<file path="config.mk">
export PLATFORM = sky130hd
export DESIGN_NAME = urh_store
export DESIGN_NICKNAME = d
export VERILOG_FILES = /design/src/urh_pkg.sv /design/src/urh_store.sv
export SDC_FILE = /design/constraint.sdc
export NUM_CORES = 2
export LEC_CHECK = 0
export BUFFER_PORTS_ARGS = -buffer_cell sky130_fd_sc_hd__buf_2
export CAP_MARGIN = 20
export CORE_MARGIN = 3
export CORE_UTILIZATION = 45
export DETAILED_ROUTE_END_ITERATION = 16
export PLACE_DENSITY = 0.63
export SKIP_LAST_GASP = 1
export SLEW_MARGIN = 20
export SYNTH_ARGS = -nofsm -noshare
export SYNTH_HDL_FRONTEND = slang
export SYNTH_SLANG_ARGS = --single-unit
</file>
<file path="constraint.sdc">
create_clock -name i_clk -period 7.7 [get_ports i_clk]
set_input_delay 1.155 -clock i_clk [delete_from_list [all_inputs] [get_ports i_clk]]
set_output_delay 1.155 -clock i_clk [all_outputs]
set_load 0.01 [all_outputs]
</file>
<file path="src/urh_pkg.sv">
package urh_pkg;

    // Store geometry.
    localparam int HISTORY_DEPTH = 64;
    localparam int WORD_BITS     = 64;
    localparam int ADDR_W        = $clog2(HISTORY_DEPTH);
    localparam int CNT_W         = $clog2(HISTORY_DEPTH + 1);

    // Fixed field widths of the channels and the register.
    localparam int OPCODE_W      = 3;
    localparam int SNAP_W        = 64;
    localparam int SLOT_W        = 9;
    localparam int TIME_W        = 48;
    localparam int WINDOW_W      = 16;
    localparam int HELD_W        = 7;

    localparam logic [WINDOW_W-1:0] WINDOW_RESET = 16'd500;

    typedef logic [ADDR_W-1:0]    t_addr;
    typedef logic [CNT_W-1:0]     t_cnt;
    typedef logic [WORD_BITS-1:0] t_word;

    typedef enum logic [OPCODE_W-1:0] {
        OP_RESET  = 3'd0,
        OP_REBASE = 3'd1,
        OP_COMMIT = 3'd2,
        OP_UNDO   = 3'd3,
        OP_REDO   = 3'd4
    } t_opcode;

    // One access to the history store per word: a write or a read, never both.
    typedef struct packed {
        logic  wr_en;
        logic  rd_en;
        t_addr addr;
        t_word wr_data;
    } t_mem_req;

    // Physical position of a logical index counted from the oldest entry.
    // Both operands are below HISTORY_DEPTH, so one subtract wraps the sum.
    function automatic t_addr slot_of(input t_addr base, input t_cnt idx);
        logic [CNT_W:0] sum;
        sum = (CNT_W + 1)'(base) + (CNT_W + 1)'(idx);
        if (sum >= (CNT_W + 1)'(HISTORY_DEPTH)) begin
            sum = sum - (CNT_W + 1)'(HISTORY_DEPTH);
        end
        return ADDR_W'(sum);
    endfunction

endpackage

</file>
<file path="src/urh_store.sv">
// Single-port history store: one write or one registered read per cycle.
module urh_store import urh_pkg::*; (
    input  logic     i_clk,
    input  t_mem_req i_req,
    output t_word    o_rd_data
);

    t_word mem [HISTORY_DEPTH];
    t_word r_rd_data;

    always_ff @(posedge i_clk) begin
        if (i_req.wr_en) begin
            mem[i_req.addr] <= i_req.wr_data;
        end
        if (i_req.rd_en) begin
            r_rd_data <= mem[i_req.addr];
        end
    end

    assign o_rd_data = r_rd_data;

endmodule
</file>
# After elaboration in Yosys (flattened, before gate mapping)
# Memory sizes are Yosys's and may differ from the RTL's. A register that Yosys moved wholly into a read port is not among the register bits.
# Index checks and enable logic that the tools add are counted.
[op_classes]
n_mux = 2
[op_table]
columns = ["operator", "count"]
rows = [
  ["$mux 1", 2],
]
[totals]
regBits = 0
ramBits = 4096
inputBits = 73
output_inout_bits = 64
memories = 1
[memory_table]
columns = ["memory", "words", "word_bits", "read_ports", "rd_clocked_by_memory_dff", "write_ports", "line_no", "source"]
rows = [
  ["mem", 64, 64, 1, 1, 1, "urh_store.sv:8", "t_word mem [HISTORY_DEPTH];"],
]

# Longest topological paths before layout
[depth]
depth_word = 2
ltp_mapped = 11
depth_no_buf = 6

# Least setup slack after synthesis
# Ideal clock, no wire load.
[synth_path]
path_kind = "input to register"
startpoint = "in i_req[66] (netlist bit)"
endpoint = "mem mem[15][0] (netlist bit) (enable)"
t_arrival_ns = 5.171
t_required_ns = 7.213
slack_ns = 2.042
stages = 9
path_buffers = 7
path_cell_list = "buf_4 -> buf_6 -> buf_4 -> buf_4 -> buf_4 -> buf_4 -> buf_2 -> nand3_1 -> nor2_1"
[synth_rtl]
columns = ["item", "line_no", "source"]
rows = [
  ["start: declaration", "urh_store.sv:4", "input t_mem_req i_req,"],
  ["end: declaration", "urh_store.sv:8", ""],
]
# No word-level cell before the write port.

==> flow_metrics.py <==
metrics = {
    "status": {
        "outcome": "finished, final reports clean",
    },
    "clock_tree": {
        "post_cts_buffers": 0,
        "cts.clk_slew.worst_paths_ns": 0.06,
        "clock-sinks": 4160,
        "cts_buffers": 403,
        "cts_tree": "built",
        "htree_num_levels": 5,
        "insertion_delay_ns": 0.93,
        "cts_hold_buf": 0,
        "cts_resized": 0,
        "cts.path.max_buffers": 4,
        "clock-root-buffer": "clkbuf_16",
    },
    "critical_path": {
        "path_class": "in -> reg",
        "crit_slowest_cell": "and2_4",
        "crit_fanout": 152,
        "r2r_start": "mem[42][47]",
        "critPathMaxStageDelay_ns": 0.81,
        "endpoint_kind": "flip-flop",
        "setup.worst_path.start": "i_req[64]",
        "crit_chain": "buf_8 > and2_4 > buf_12 > buf_4 > a221oi_1 > o22ai_1 > nand2_1 > o2111a_1 > nand4_1",
        "startpoint_type": "input pin",
        "arrival_ns": 5.25,
        "critPathRequiredTime_ns": 8.46,
    },
    "detailed_routing": {
        "via_per_inst": 6.70,
        "drc": 0,
        "firstDrtPassIters": 8,
        "postRouteAntennaNets": 0,
        "wire_per_inst_microns": 35.8,
        "wirelength_microns": 488000,
        "via_count": 91400,
        "drt_iter0_markers": 13000,
    },
    "global_routing": {
        "grt_max_degree": 165,
        "grt_pass1_wl_microns": 681000,
        "antenna_found_initial": 24,
        "grt_pass1_vias": 88400,
        "grt_usage_pct": 26.9,
        "grt_overflow": 0,
    },
    "logic_synthesis": {
        "ys_warn_count": 0,
        "yosysSeqAreaShare_pct": 80.0,
        "synth_edf_count": 4160,
        "ys_seq_elements": 4160,
        "synth_fp_nets": 8692,
        "avgSynthCellArea_sq_um": 18.1,
        "synthFlopType": "edfxtp_1",
        "synthDistinctLibCells": 56,
        "synth_top_area_cell": "edfxtp_1",
        "synth_area_leaders": "edfxtp_1 80%, a221oi_1 3.6%, a22oi_1 3.3%, mux2i_1 2.2%, o22ai_1 2.0%",
        "ys_async_sr_fraction_pct": 0,
        "syn_area_sq_um": 156000,
        "synth_top_area_share_pct": 80.0,
        "netlist_instances": 8619,
    },
    "layout": {
        "final_area_sq_um": 176000,
        "drive_gt1_share_pct": 14.3,
        "seqCellArea_sq_um": 125000,
        "fin_util_pct": 51.2,
        "area_growth_syn_to_layout_pct": 12.8,
        "num-fill-cells": 27100,
        "nNetsFinal": 8813,
        "multiInputGateArea_sq_um": 28900,
    },
    "flow_run": {
        "cap_violations": 0,
    },
    "sta": {
        "rsz0062_at_grt": "false",
        "fin_ws_ns": 3.21,
        "drv_slew": 0,
        "hold-worst-slack_ns": 0.643,
        "skew_ns": 0.0653,
        "relSlewSlack_pct": 19.8,
        "min_period_over_period_pct": 58.4,
        "setup-tns-final_ns": 0,
        "hold_violations": 0,
        "worstMarginPinSlew_ns": 1.20,
        "setup_viol": 0,
        "min_period_ns": 4.49,
        "max_freq_mhz": 223,
    },
    "floorplan": {
        "dieArea_sq_um": 354000,
        "io_pins": 137,
        "row_count": 215,
        "core_area_sq_um": 344000,
        "initial_core_util_pct": 45.4,
        "die_x_microns": 595,
        "die_h_microns": 595,
    },
    "placed_design": {
        "dp_hpwl_microns": 252000,
        "gp_congestion": 0.821,
        "io_buffers": 136,
        "placed_cell_area_sq_um": 163000,
        "dp_slack_ns": 2.30,
    },
    "hold_path": {
        "min-delay-start": "i_req[62]",
        "hp-class": "in -> reg",
    },
    "pwr": {
        "power_frac_clock_pct": 41.8,
        "combinationalPowerShare_pct": 5.0,
        "ir_drop_uv": 276,
        "p_sw_mw": 10.1,
        "p_leak_nw": 54.4,
        "p_per_area_nw_per_um2": 269,
        "intPower_mw": 37.3,
        "switching_share_pct": 21.4,
        "p_seq_share_pct": 53.2,
    },
}
[cell usage after synthesis (23+ instances only)]
library cell and n:
o2111a_1 30, a21oi_1 210, o2111ai_1 27, a221oi_1 636, nor2_1 301, mux2i_1 337, nand3b_1 30, o22ai_1 506
nor4_1 58, a222oi_1 28, mux2_2 203, nor3_1 24, buf_1 91, a311oi_1 27, a22oi_1 684, buf_2 253
buf_4 23, a211oi_1 33, nand4_1 36, clkbuf_1 280, mux4_2 63, edfxtp_1 4160, a221o_1 30, o21ai_0 139
nand2_1 311
[critical path, delay by kind of cell]
| kind | cells | cell delay (ns) |
|---|---|---|
| buffers and inverters | 3 | 1.99 |
| AOI/OAI and AO/OA | 3 | 0.69 |
| and+or+nand+nor | 3 | 1.04 |
[stage by stage]
stage | std cells | power (mW)
final | 13600 | 47.4
after global routing | 13600 | 48.6
after CTS | 13600 | 47.5
after detailed placement | 12900 | 28.0
after global placement | 12900 | 28.0
after floorplan | 8619 | 26.8
[layout by cell type (no fill, tap or decap), types with 210 or more instances in the layout]
cell type | synthesis | routed
a21oi_1 | 210 | 210
a22oi_1 | 684 | 684
buf_4 | 23 | 226
clkbuf_16 | 0 | 412
edfxtp_1 | 4160 | 4160
o22ai_1 | 506 | 506
nand2_1 | 311 | 302
nor2_1 | 301 | 233
a221oi_1 | 636 | 636
mux2i_1 | 337 | 337
[sequential cells by signal (all words and copies together), names as in the netlist]
register and flops:
o_rd_data 64, mem 4096
[layer usage]
| metal | part of all wire (%) | track usage (%) | vias up |
|---|---|---|---|
| met1 | 38 | 36.8 | 47400 |
| li1 | - | - | 36500 |
| met5 | 0.011 | 0.0541 | - |
| met4 | 4.9 | 11.5 | 10 |
| met3 | 12 | 5.69 | 1138 |
| met2 | 46 | 41.7 | 6349 |
[cell families after synthesis]
group	after synthesis	share of synthesized area [%]
muxes	604	4.54
AOI/OAI and AO/OA	2389	11.3
DFF	4160	80.0
and+or+nand+nor	808	2.27
buffers and inverters	658	1.88
[final cells by class]
cell class                      count  share of cell area [%]
Clock buffer                      493                    6.03
Antenna cell                        9                  0.0128
Multi-Input combinational cell   3801                    16.4
Clock inverter                    237                    1.41
Sequential cell                  4160                    70.9
Tap cell                         4557                    3.24
Inverter                            3                  0.0163
Timing Repair Buffer              371                    1.93
[power by group through the flow]
stage	combinational, mW	clock, mW	sequential [mW]
floorplan	1.16	0	25.7
global placement	2.26	0	25.7
detailed placement	2.30	0	25.7
CTS	2.31	20.0	25.2
global route	2.46	20.9	25.2
finish	2.35	19.8	25.2
[path summary, 6_finish.rpt]
check | endpoint | slack, ns | cells past startpoint
worst max-delay path | o_rd_data[14] | 3.21 | 9
worst min-delay path | mem[34][62] | 0.64 | 1
worst max register to register | o_rd_data[47] | 5.06 | 5
worst min register to register | o_rd_data[27] | 0.69 | 4
(Power assumes the default switching activity.)
